<file path="src/hw/rtl/height_map_gradient_feature_core_assert.svh">
// ---------------------------------------------------------------------------
// Height map gradient core assertion macros
// Shorthand for the concurrent checks at the end of the top level.
// ---------------------------------------------------------------------------
`ifndef HEIGHT_MAP_GRADIENT_FEATURE_CORE_ASSERT_SVH
`define HEIGHT_MAP_GRADIENT_FEATURE_CORE_ASSERT_SVH

// Consequent must hold in the same cycle as the antecedent.
`define HMGF_ASSERT_NOW(label, clk, rst, ante, cons, msg) \
   label: assert property (@(posedge clk) disable iff (rst) (ante) |-> (cons)) \
      else $error(msg);

// Consequent must hold in the cycle after the antecedent.
`define HMGF_ASSERT_NEXT(label, clk, rst, ante, cons, msg) \
   label: assert property (@(posedge clk) disable iff (rst) (ante) |=> (cons)) \
      else $error(msg);

`endif

</file>
<file path="src/hw/rtl/hmgf_pkg.sv">
// ---------------------------------------------------------------------------
// Height map gradient package
// Shared codes, widths and interface structs of the height map gradient core.
// ---------------------------------------------------------------------------
package hmgf_pkg;

   // transaction function codes
   localparam logic [1:0] FUNC_CLEAR = 2'd0;
   localparam logic [1:0] FUNC_ADD   = 2'd1;
   localparam logic [1:0] FUNC_QUERY = 2'd2;

   // register indexes (byte address / 4)
   localparam logic [2:0] REG_HALF_WIDTH_X = 3'd0;
   localparam logic [2:0] REG_HALF_WIDTH_Y = 3'd1;
   localparam logic [2:0] REG_BOX_DEPTH    = 3'd2;
   localparam logic [2:0] REG_BOX_TOP      = 3'd3;
   localparam logic [2:0] REG_CPM_X        = 3'd4;
   localparam logic [2:0] REG_CPM_Y        = 3'd5;
   localparam logic [2:0] REG_GRAD_LIMIT   = 3'd6;

   localparam int CSR_AW = 5;
   localparam int CSR_DW = 32;

   // register reset values
   localparam logic [14:0]        RST_HALF_WIDTH = 15'd410;
   localparam logic [14:0]        RST_BOX_DEPTH  = 15'd410;
   localparam logic signed [15:0] RST_BOX_TOP    = 16'sd41;
   localparam logic [19:0]        RST_CPM        = 20'd40960;
   localparam logic [15:0]        RST_GRAD_LIMIT = 16'd2458;

   // -1 m in 1/4096 m
   localparam logic signed [15:0] EMPTY_HEIGHT = -16'sd4096;

   // shared multiplier: 16 x 20 unsigned
   localparam int MUL_A_W   = 16;
   localparam int MUL_B_W   = 20;
   localparam int MUL_P_W   = MUL_A_W + MUL_B_W;
   localparam int BIN_SHIFT = 20;

   // square root: radicand is the sum of two 32-bit squares
   localparam int RAD_W  = 33;
   localparam int ROOT_W = 16;

   typedef struct packed {
      logic [MUL_A_W-1:0] a;
      logic [MUL_B_W-1:0] b;
   } mul_req_type;

   typedef struct packed {
      logic             start;
      logic [RAD_W-1:0] radicand;
   } sqrt_req_type;

   typedef struct packed {
      logic              done;
      logic [ROOT_W-1:0] root;
   } sqrt_rsp_type;

endpackage

</file>
<file path="src/hw/rtl/hmgf_mul_unit.sv">
// ---------------------------------------------------------------------------
// Shared multiplier
// Registered unsigned multiplier reused for binning, squaring and the limit.
// ---------------------------------------------------------------------------
module hmgf_mul_unit
   import hmgf_pkg::*;
(
   input  logic               clock,
   input  mul_req_type        mul_req,
   output logic [MUL_P_W-1:0] mul_prod
);

   logic [MUL_P_W-1:0] prod_ff;

   always_ff @(posedge clock) begin
      prod_ff <= MUL_P_W'(mul_req.a) * MUL_P_W'(mul_req.b);
   end

   assign mul_prod = prod_ff;

endmodule

</file>
<file path="config.mk">
export PLATFORM = sky130hd
export DESIGN_NAME = hmgf_mul_unit
export DESIGN_NICKNAME = d
export VERILOG_FILES = /design/src/hw/rtl/height_map_gradient_feature_core_assert.svh /design/src/hw/rtl/hmgf_pkg.sv /design/src/hw/rtl/hmgf_mul_unit.sv
export SDC_FILE = /design/constraint.sdc
export NUM_CORES = 1
export LEC_CHECK = 0
export BUFFER_PORTS_ARGS = -buffer_cell sky130_fd_sc_hd__buf_2
export CAP_MARGIN = 10
export CORE_ASPECT_RATIO = 0.8
export CORE_MARGIN = 10
export CORE_UTILIZATION = 58
export DETAILED_ROUTE_END_ITERATION = 12
export PLACE_DENSITY = 0.8
export SKIP_LAST_GASP = 1
export SLEW_MARGIN = 20
export SYNTH_ARGS = -nofsm -noshare
export SYNTH_HDL_FRONTEND = slang
export SYNTH_SLANG_ARGS = --single-unit
</file>
<file path="constraint.sdc">
create_clock -name clock -period 7.01 [get_ports clock]
set_input_delay 1.402 -clock clock [delete_from_list [all_inputs] [get_ports clock]]
set_output_delay 1.402 -clock clock [all_outputs]
set_load 0.01 [all_outputs]
</file>
==> results.ini <==
[outcome]
status=complete, no violations

[worst_setup_path]
end_kind=register
path_max_fanout=9
required_ns=7.24
cp.arrival_ns=7.12
worstSetupPathType=input pin to register
cp-start-kind=input pin

[hold_path]
worstHoldStart=mul_req[0]
hold_path_depth=3
hold_end=mul_prod[0]
hold_path_class=input pin to register

[logic_synthesis]
syn_inst=1245
synth_edf_count=0
synthArstFlopShare=0
synth.distinct_cells=47
syn_area_mm2=0.01119
synth-seq-area-share=0.06442
synth_top_family_by_area=adder cells
synth_fa_ha_area_frac=0.5682
synth_ff_type=dfxtp_1
synthMuxAreaShare=0
synth-compound-area-share=0.06241
yosys_warnings=0
syn_nets=1640
synth_area_leaders=fa_1, ha_1, inv_1
synth_seq_cells=36
synth_xor_xnor_area_share=0.02349
synth_top_area_frac=0.4474
synth-simple-area-share=0.1718
syn_avg_cell_area_um2=8.986
synth_area_leader_cell=fa_1

[finish]
multi_input_area_mm2=0.009305
largest_reg_flops=36
nNetsFinal=1737
finish.utilization=0.6568
fillCellCount=1523
seq_area_um2=720.7
final_common_cell=inv_1
final_cell_mix=inv_1, fa_1, nand2_1
antenna_cells=0
syn2layout_area_growth_pct=11.41
drive_above_1_share=0.1304

[detailed_routing]
avgViaCountPerCell=5.446
num_vias=8714
drt_first_pass_iters=5
ant_nets=0
drt_wl_total_mm=28.73
drtIter0Drc=892
drc=0
wl_per_cell_um=17.96

[placed_design]
gp_congestion=0.9817
hpwlAfterDp_mm=24.39
port_buffers=72

[sta]
worstMarginPinSlew_ns=0.5573
setup_viol=0
rsz0062_at_grt=yes
hold_viol=0
max_freq_ghz=0.1451
period_share=0.9830
slew_headroom=0.6245
slew_viol_final=0
min_period_ns=6.891

[clocking]
cts_buffers=5
cts_buffer_depth=2
postCtsHoldBufs=0
clock-root-buffer=clkbuf_16
cts_tree=yes
htreeDepth=2
clkTransAtPathRegs_ns=0.07
cts_sinks=36

[floorplan]
die_w_um=175.3
coreArea_mm2=0.01897
die-area_mm2=0.02528
die_h_um=144.2
rows=45
ios=73
initial_utilization=0.5896

[run]
drv_cap=0

[grt]
antenna_found_initial=0
grt_first_pass_wirelength_mm=48.60
grt_use_total=0.2409
grt_pass1_vias=9375
grt_overflow=0
grt_max_degree=21

[synthesized netlist by cell type, types with 4 or more instances]
cell	n
and3_1	4
nand4_1	4
nand2_1	188
nand3_1	9
ha_1	108
a21oi_1	34
inv_1	266
a21o_1	20
xor2_1	12
o21bai_1	5
nor2_1	17
nor2b_1	6
fa_1	250
clkbuf_1	61
o21ai_0	13
a31oi_1	5
xnor2_1	18
and2_1	149
dfxtp_1	36
[critical path: stages]
cell and delay, ns:
buf_2 0.24, buf_4 0.21, nand2_1 0.08, fa_1 0.49
inv_1 0.05, fa_1 0.48, fa_1 0.64, fa_1 0.46
fa_1 0.52, inv_1 0.06, fa_1 0.48, inv_1 0.04
ha_1 0.28, buf_4 0.18, and3_1 0.19, o211a_1 0.13
a211oi_1 0.29, a31oi_2 0.09, and2_4 0.17, or2_4 0.23
o41ai_2 0.27, a41o_1 0.13
[worst max-delay path by stage]
stage,cells past startpoint,from,to,slack (ns)
CTS,21,mul_req[24],mul_prod[35],0.12
floorplan,20,mul_req[17],mul_prod[29],0.16
detailed placement,20,mul_req[9],mul_prod[29],-0.11
global placement,21,mul_req[24],mul_prod[29],-0.05
finish,22,mul_req[11],mul_prod[29],0.12
global route,22,mul_req[24],mul_prod[29],-0.04
[per-layer routing]
metal  wire (um)  GRT usage
met1       12370     0.3364
met2       12420     0.3544
met5           0          0
met4         595    0.06456
met3        3342    0.07686
[cell type report]
type / instances / area share
clock buffers: 7 / 0.01225
flip-flops and latches: 36 / 0.05783
inverters: 266 / 0.08011
multi-input cells: 882 / 0.7466
repair buffers: 151 / 0.07730
well taps: 258 / 0.02590
[logic make-up (layout without fill, tap and decap cells)]
kind of cell | after synthesis | count (layout)
flops | 36 | 36
xor+xnor | 30 | 30
buf+inv | 327 | 424
compound gates | 104 | 104
fa+ha+maj | 358 | 358
simple gates | 390 | 390
[per-stage QoR]
| step | instance area (um2) | TNS (ns) | cells | hold WS [ns] | setup slack [ns] |
|---|---|---|---|---|---|
| final | 12460 | 0 | 1600 | 1.575 | 0.1189 |
| after CTS | 12380 | 0 | 1599 | 1.563 | 0.1206 |
| after detailed placement | 12230 | -0.4159 | 1592 | 1.799 | -0.1125 |
| after global routing | 12460 | -0.05550 | 1600 | 1.591 | -0.04371 |
| after floorplan | 11190 | 0 | 1245 | 1.529 | 0.1645 |
| after global placement | 12230 | -0.1450 | 1592 | 1.800 | -0.04773 |
[what timing repair did]
action | 4_1_cts | 5_1_grt
setup buffers | 0 | 1
gates resized for setup | 0 | 16
endpoints found under the setup margin | 0 | 13
Power is not shown: default switching activity piles up to over one toggle a cycle in this logic, so the estimate is an artifact.
