**config.mk**
```make
export PLATFORM = sky130hd
export DESIGN_NAME = hmgf_sqrt_unit
export DESIGN_NICKNAME = d
export VERILOG_FILES = /design/src/hw/rtl/height_map_gradient_feature_core_assert.svh /design/src/hw/rtl/hmgf_pkg.sv /design/src/hw/rtl/hmgf_sqrt_unit.sv
export SDC_FILE = /design/constraint.sdc
export NUM_CORES = 1
export LEC_CHECK = 0
export ABC_AREA = 1
export BUFFER_PORTS_ARGS = -buffer_cell sky130_fd_sc_hd__buf_2
export CAP_MARGIN = 15
export CORE_MARGIN = 3
export CORE_UTILIZATION = 42
export CTS_CLUSTER_SIZE = 14
export DETAILED_ROUTE_END_ITERATION = 12
export GPL_ROUTABILITY_DRIVEN = 1
export GPL_TIMING_DRIVEN = 0
export PLACE_DENSITY = 0.55
export SKIP_LAST_GASP = 1
export SYNTH_ARGS = -nofsm -noshare
export SYNTH_HDL_FRONTEND = slang
export SYNTH_SLANG_ARGS = --single-unit
```
**constraint.sdc**
```tcl
create_clock -name clock -period 6.1 [get_ports clock]
set_input_delay 0.61 -clock clock [delete_from_list [all_inputs] [get_ports clock]]
set_output_delay 0.61 -clock clock [all_outputs]
set_load 0.03 [all_outputs]
```
**src/hw/rtl/height_map_gradient_feature_core_assert.svh**
```systemverilog
// ---------------------------------------------------------------------------
// Height map gradient core assertion macros
// Shorthand for the concurrent checks at the end of the top level.
// ---------------------------------------------------------------------------
`ifndef HEIGHT_MAP_GRADIENT_FEATURE_CORE_ASSERT_SVH
`define HEIGHT_MAP_GRADIENT_FEATURE_CORE_ASSERT_SVH

// Consequent must hold in the same cycle as the antecedent.
`define HMGF_ASSERT_NOW(label, clk, rst, ante, cons, msg) \
   label: assert property (@(posedge clk) disable iff (rst) (ante) |-> (cons)) \
      else $error(msg);

// Consequent must hold in the cycle after the antecedent.
`define HMGF_ASSERT_NEXT(label, clk, rst, ante, cons, msg) \
   label: assert property (@(posedge clk) disable iff (rst) (ante) |=> (cons)) \
      else $error(msg);

`endif

```
**src/hw/rtl/hmgf_pkg.sv**
```systemverilog
// ---------------------------------------------------------------------------
// Height map gradient package
// Shared codes, widths and interface structs of the height map gradient core.
// ---------------------------------------------------------------------------
package hmgf_pkg;

   // transaction function codes
   localparam logic [1:0] FUNC_CLEAR = 2'd0;
   localparam logic [1:0] FUNC_ADD   = 2'd1;
   localparam logic [1:0] FUNC_QUERY = 2'd2;

   // register indexes (byte address / 4)
   localparam logic [2:0] REG_HALF_WIDTH_X = 3'd0;
   localparam logic [2:0] REG_HALF_WIDTH_Y = 3'd1;
   localparam logic [2:0] REG_BOX_DEPTH    = 3'd2;
   localparam logic [2:0] REG_BOX_TOP      = 3'd3;
   localparam logic [2:0] REG_CPM_X        = 3'd4;
   localparam logic [2:0] REG_CPM_Y        = 3'd5;
   localparam logic [2:0] REG_GRAD_LIMIT   = 3'd6;

   localparam int CSR_AW = 5;
   localparam int CSR_DW = 32;

   // register reset values
   localparam logic [14:0]        RST_HALF_WIDTH = 15'd410;
   localparam logic [14:0]        RST_BOX_DEPTH  = 15'd410;
   localparam logic signed [15:0] RST_BOX_TOP    = 16'sd41;
   localparam logic [19:0]        RST_CPM        = 20'd40960;
   localparam logic [15:0]        RST_GRAD_LIMIT = 16'd2458;

   // -1 m in 1/4096 m
   localparam logic signed [15:0] EMPTY_HEIGHT = -16'sd4096;

   // shared multiplier: 16 x 20 unsigned
   localparam int MUL_A_W   = 16;
   localparam int MUL_B_W   = 20;
   localparam int MUL_P_W   = MUL_A_W + MUL_B_W;
   localparam int BIN_SHIFT = 20;

   // square root: radicand is the sum of two 32-bit squares
   localparam int RAD_W  = 33;
   localparam int ROOT_W = 16;

   typedef struct packed {
      logic [MUL_A_W-1:0] a;
      logic [MUL_B_W-1:0] b;
   } mul_req_type;

   typedef struct packed {
      logic             start;
      logic [RAD_W-1:0] radicand;
   } sqrt_req_type;

   typedef struct packed {
      logic              done;
      logic [ROOT_W-1:0] root;
   } sqrt_rsp_type;

endpackage

```
**src/hw/rtl/hmgf_sqrt_unit.sv**
```systemverilog
// ---------------------------------------------------------------------------
// Iterative square root
// Floor square root, one result bit per cycle, restoring digit recurrence.
// ---------------------------------------------------------------------------
module hmgf_sqrt_unit
   import hmgf_pkg::*;
(
   input  logic         clock,
   input  logic         reset,
   input  sqrt_req_type sqrt_req,
   output sqrt_rsp_type sqrt_rsp
);

   localparam int RW      = RAD_W + 1;
   localparam int TOP_POS = ((RAD_W - 1) / 2) * 2;

   logic [RW-1:0] rem_ff;
   logic [RW-1:0] rem_in;
   logic [RW-1:0] res_ff;
   logic [RW-1:0] res_in;
   logic [RW-1:0] one_ff;
   logic [RW-1:0] one_in;
   logic          busy_ff;
   logic          busy_in;
   logic          done_ff;
   logic          done_in;
   logic [RW-1:0] trial;

   assign trial = res_ff + one_ff;

   always_comb begin
      rem_in  = rem_ff;
      res_in  = res_ff;
      one_in  = one_ff;
      busy_in = busy_ff;
      done_in = 1'b0;
      if (busy_ff) begin
         if (rem_ff >= trial) begin
            rem_in = rem_ff - trial;
            res_in = (res_ff >> 1) + one_ff;
         end else begin
            res_in = res_ff >> 1;
         end
         one_in = one_ff >> 2;
         // last digit position reached
         if (one_ff[0]) begin
            busy_in = 1'b0;
            done_in = 1'b1;
         end
      end else if (sqrt_req.start) begin
         rem_in  = RW'(sqrt_req.radicand);
         res_in  = '0;
         one_in  = RW'(1) << TOP_POS;
         busy_in = 1'b1;
      end
   end

   always_ff @(posedge clock) begin
      if (reset) begin
         busy_ff <= 1'b0;
         done_ff <= 1'b0;
      end else begin
         busy_ff <= busy_in;
         done_ff <= done_in;
      end
      rem_ff <= rem_in;
      res_ff <= res_in;
      one_ff <= one_in;
   end

   assign sqrt_rsp.done = done_ff;
   assign sqrt_rsp.root = res_ff[ROOT_W-1:0];

endmodule

```
==> qor.csv <==
stage;metric;value;unit
floorplan;# rows;54;
worst_setup_path;R2R setup slack;1.22;ns
power;switching share of power;51.3;%
synthesis;Yosys reg bits;87;
placement;I/O Buffers;52;
worst_setup_path;Critical Path, Cell by Cell;ha_1 -> nand2_1 -> o21ai_0 -> nand2_1 -> nand2_1 -> a21oi_1 -> o21ai_0 -> nand2_1 -> nand3_1 -> nand2_1 -> ha_1 -> nand2_1 -> nor3_2 -> nand3_2 -> nor2_4 -> nor2_8 -> nand2_8 -> nor2_4 -> buf_6 -> nor2_4 -> buf_12;
outcome;status;finished, final reports clean;
power;total design power;0.00458;W
global_route;global-route wire length before repair;49.4;mm
worst_setup_path;CP startpoint kind;register;
detailed_routing;vias per inst;5.16;
power;Power Dens Cells;428;mW/mm2
cts;CTS sink cnt;87;
finish;area of the multi-input gates;0.00603;mm2
finish;Post-Layout Cell Count;1881;
synthesis;area leader, netlist;edfxtp_1;
worst_setup_path;CP delay by family, top;simple AND/OR/NAND/NOR gates;
placement;DPL Wire Length;25.9;mm
detailed_routing;1st-iter DRT viols;564;
detailed_routing;via count;9699;
power;clock network power share;14.3;%
sta;Slew Limit Fails;0;
sta;worst slew pin tran;0.923;ns
synthesis;syn nets;1638;
worst_setup_path;cell mode on critical path;nand2_1;
run;count of maximum capacitance violations;0;
sta;Relative slew margins;38.5;%
worst_setup_path;crit-path max FO;24;
sta;Min Clock Period, post-route;4.88;ns
finish;ANT cells;0;
sta;RSZ-0062 raised after global routing;false;
cts;post-CTS setup buffer count;0;
synthesis;top_reg_cell synth;edfxtp_1;
sta;endpoints failing setup;0;
worst_setup_path;slowest cell on the critical path;edfxtp_1;
detailed_routing;1st-pass router iterations;5;
sta;Final Skew;0.00506;ns
worst_setup_path;Critical Path RT;6.17;ns
power;Pleak;5.25;nW
placement;RD Place Congestion;0.984;
finish;nets;1703;
sta;FMAX;205;MHz
cts;Worst-path clk slew;0.07;ns
synthesis;Yosys warning total;0;
synthesis;Cell Area, Synth;0.00969;mm2
finish;Area Growth Syn to Fin;10.2;%
worst_setup_path;Crit. End Element;register;
synthesis;Mean Syn Cell Area;6.33;um2
synthesis;Netlist cell types;44;
cts;# hold bufs at CTS;0;
global_route;largest net degree at the start of global routing;34;
floorplan;core box area;0.0222;mm2
cts;clock buffer depth;2;
floorplan;chip height;158;um
global_route;GR Util All Layers;25.9;%
detailed_routing;Post-Route WL;31.6;mm
worst_setup_path;worst path buffer plus inverter count;2;
worst_hold_path;Hold Path Class;input port to register;
finish;filler instances;2380;
finish;register area;0.00258;mm2
synthesis;Synth area leaders;edfxtp_1 (26%), nand2_1 (22%), ha_1 (9.0%);
cts;Root Buffer Master;clkbuf_16;
synthesis;Post-synth EDFFs;84;
sta;Fin. Hold Viols;0;
cts;Worst-Skew Late Latency;0.37;ns
power;share of power burned in registers;22.4;%
synthesis;Synth top area share;26.0;%
global_route;global route overflow;0;
worst_setup_path;Worst path max stage delay;0.52;ns
floorplan;num ports;53;
detailed_routing;DRC Markers;0;
cts;CTS buffer count;9;
power;Switch Pwr;0.00235;W
detailed_routing;Detail Route Antenna Nets;0;
detailed_routing;wire per inst;16.8;um
cts;post-CTS resize count;0;
floorplan;die area;0.0249;mm2
synthesis;post-synthesis async set-or-reset flop share;0;%
cts;H-Tree Level Count;3;
power;Int Power;0.00223;W
finish;fraction of final layout cells sized beyond drive strength 1;8.74;%
power;part of the power in combinational logic;63.4;%
global_route;vias in the first global route;9309;
synthesis;Cells after Synth;1531;
floorplan;Die W;158;um
worst_setup_path;WS Path Type;register to register;
floorplan;Starting Density;43.6;%
power;Worst VDD drop;0.212;mV
cts;CTS tree;built;
sta;fin crit share;80.0;%
worst_setup_path;Critical Path AT;4.95;ns
placement;dpl cells;1865;
global_route;initial antenna violation count;0;
synthesis;sequential-to-total area share from yosys stat;26.6;%
through the flow:
stage	setup WS (ns)	setup TNS (ns)	utilization, %	hold slack [ns]	area (um2)
4_1_cts	1.18	0	48.0	0.397	10700
5_1_grt	0.811	0	48.0	0.417	10700
2_1_floorplan	1.20	0	-	0.488	9690
3_5_place_dp	1.22	0	46.6	0.522	10300
3_3_place_gp	-0.692	-23.30	46.3	0.529	10300
6_report	1.22	0	48.0	0.403	10700
final timing paths:
check             start    endpoint  depth (start not counted)
max           res_ff[6]  rem_ff[26]                         21
min               reset     done_ff                          2
max reg2reg   res_ff[6]  rem_ff[26]                         21
min reg2reg  one_ff[32]  one_ff[32]                          2
logic make-up (layout without fill, tap and decap cells):
kind of cell	after synthesis	count (layout)	synth area share, %
and+or+nand+nor	909	909	39.8
xor gates and xnor gates	54	54	4.88
AOI/OAI and AO/OA	149	149	8.25
adders and majority gates	71	71	9.24
buffers and inverters	261	331	11.2
DFF	87	87	26.6
flip-flops by register name, summed over array words and instances, names as in the netlist:
register and count:
rem_ff 34, one_ff 17, done_ff 1, busy_ff 1, res_ff 34
final cells by class:
class | instances | share of cell area (%)
multi-input cells | 1183 | 56.5
plain buffers | 43 | 2.52
inverters | 218 | 7.66
repair buffers | 54 | 2.81
clock inverters | 7 | 0.961
well taps | 280 | 3.28
flip-flops and latches | 87 | 24.2
clock buffers | 9 | 2.11
synth_stat cells, types with 2 or more instances:
cell / instances
nand2_2: 8
inv_2: 6
nand2_1: 557
buf_2: 8
a21oi_2: 4
nor2_2: 8
nor3b_1: 2
o211ai_1: 2
a21oi_1: 68
edfxtp_1: 84
inv_1: 211
o21ai_0: 60
dfxtp_1: 3
buf_1: 2
buf_4: 18
nor2_4: 2
xor2_1: 27
a211oi_1: 2
and2_1: 8
ha_1: 70
or2_2: 2
nand3b_1: 9
o21bai_1: 8
nand3_1: 123
nor2_1: 141
xnor2_1: 27
clkbuf_1: 11
a31oi_1: 3
nand3_2: 2
nand4_1: 19
nor3_1: 20
buf_6: 4
placed cells by master (no fill, tap or decap), types with 3 or more instances in the layout:
cell	n
nand3_1	123
ha_1	70
dfxtp_1	3
xnor2_1	27
nand4_1	19
nand2_1	557
o21bai_1	8
nor2_2	8
nor2_4	3
a21oi_2	4
clkbuf_16	9
inv_1	210
buf_4	18
o21ai_0	60
inv_2	7
edfxtp_1	84
nand2_2	8
nor3_1	20
nand3b_1	9
clkbuf_1	11
buf_2	60
and2_1	8
xor2_1	27
nor2_1	140
buf_6	4
a31oi_1	3
a21oi_1	68
per-layer routing:
metal | part of all wire (%) | vias up | routed length (um) | track usage, %
li1 | - | 5039 | - | -
met1 | 45 | 4416 | 14100 | 32.9
met2 | 48 | 184 | 15300 | 45.2
met3 | 3.6 | 60 | 1130 | 2.41
met4 | 3.7 | 0 | 1170 | 10.3
met5 | 0 | - | 0 | 0
power by group through the flow:
stage               combinational (W)  clock, W  sequential (W)
floorplan                     0.00217         0        0.000961
detailed placement            0.00288         0         0.00103
global route                  0.00326  0.000681         0.00104
global placement              0.00285         0         0.00104
CTS                           0.00289  0.000661         0.00102
finish                        0.00290  0.000653         0.00102
(Power assumes the default switching activity.)
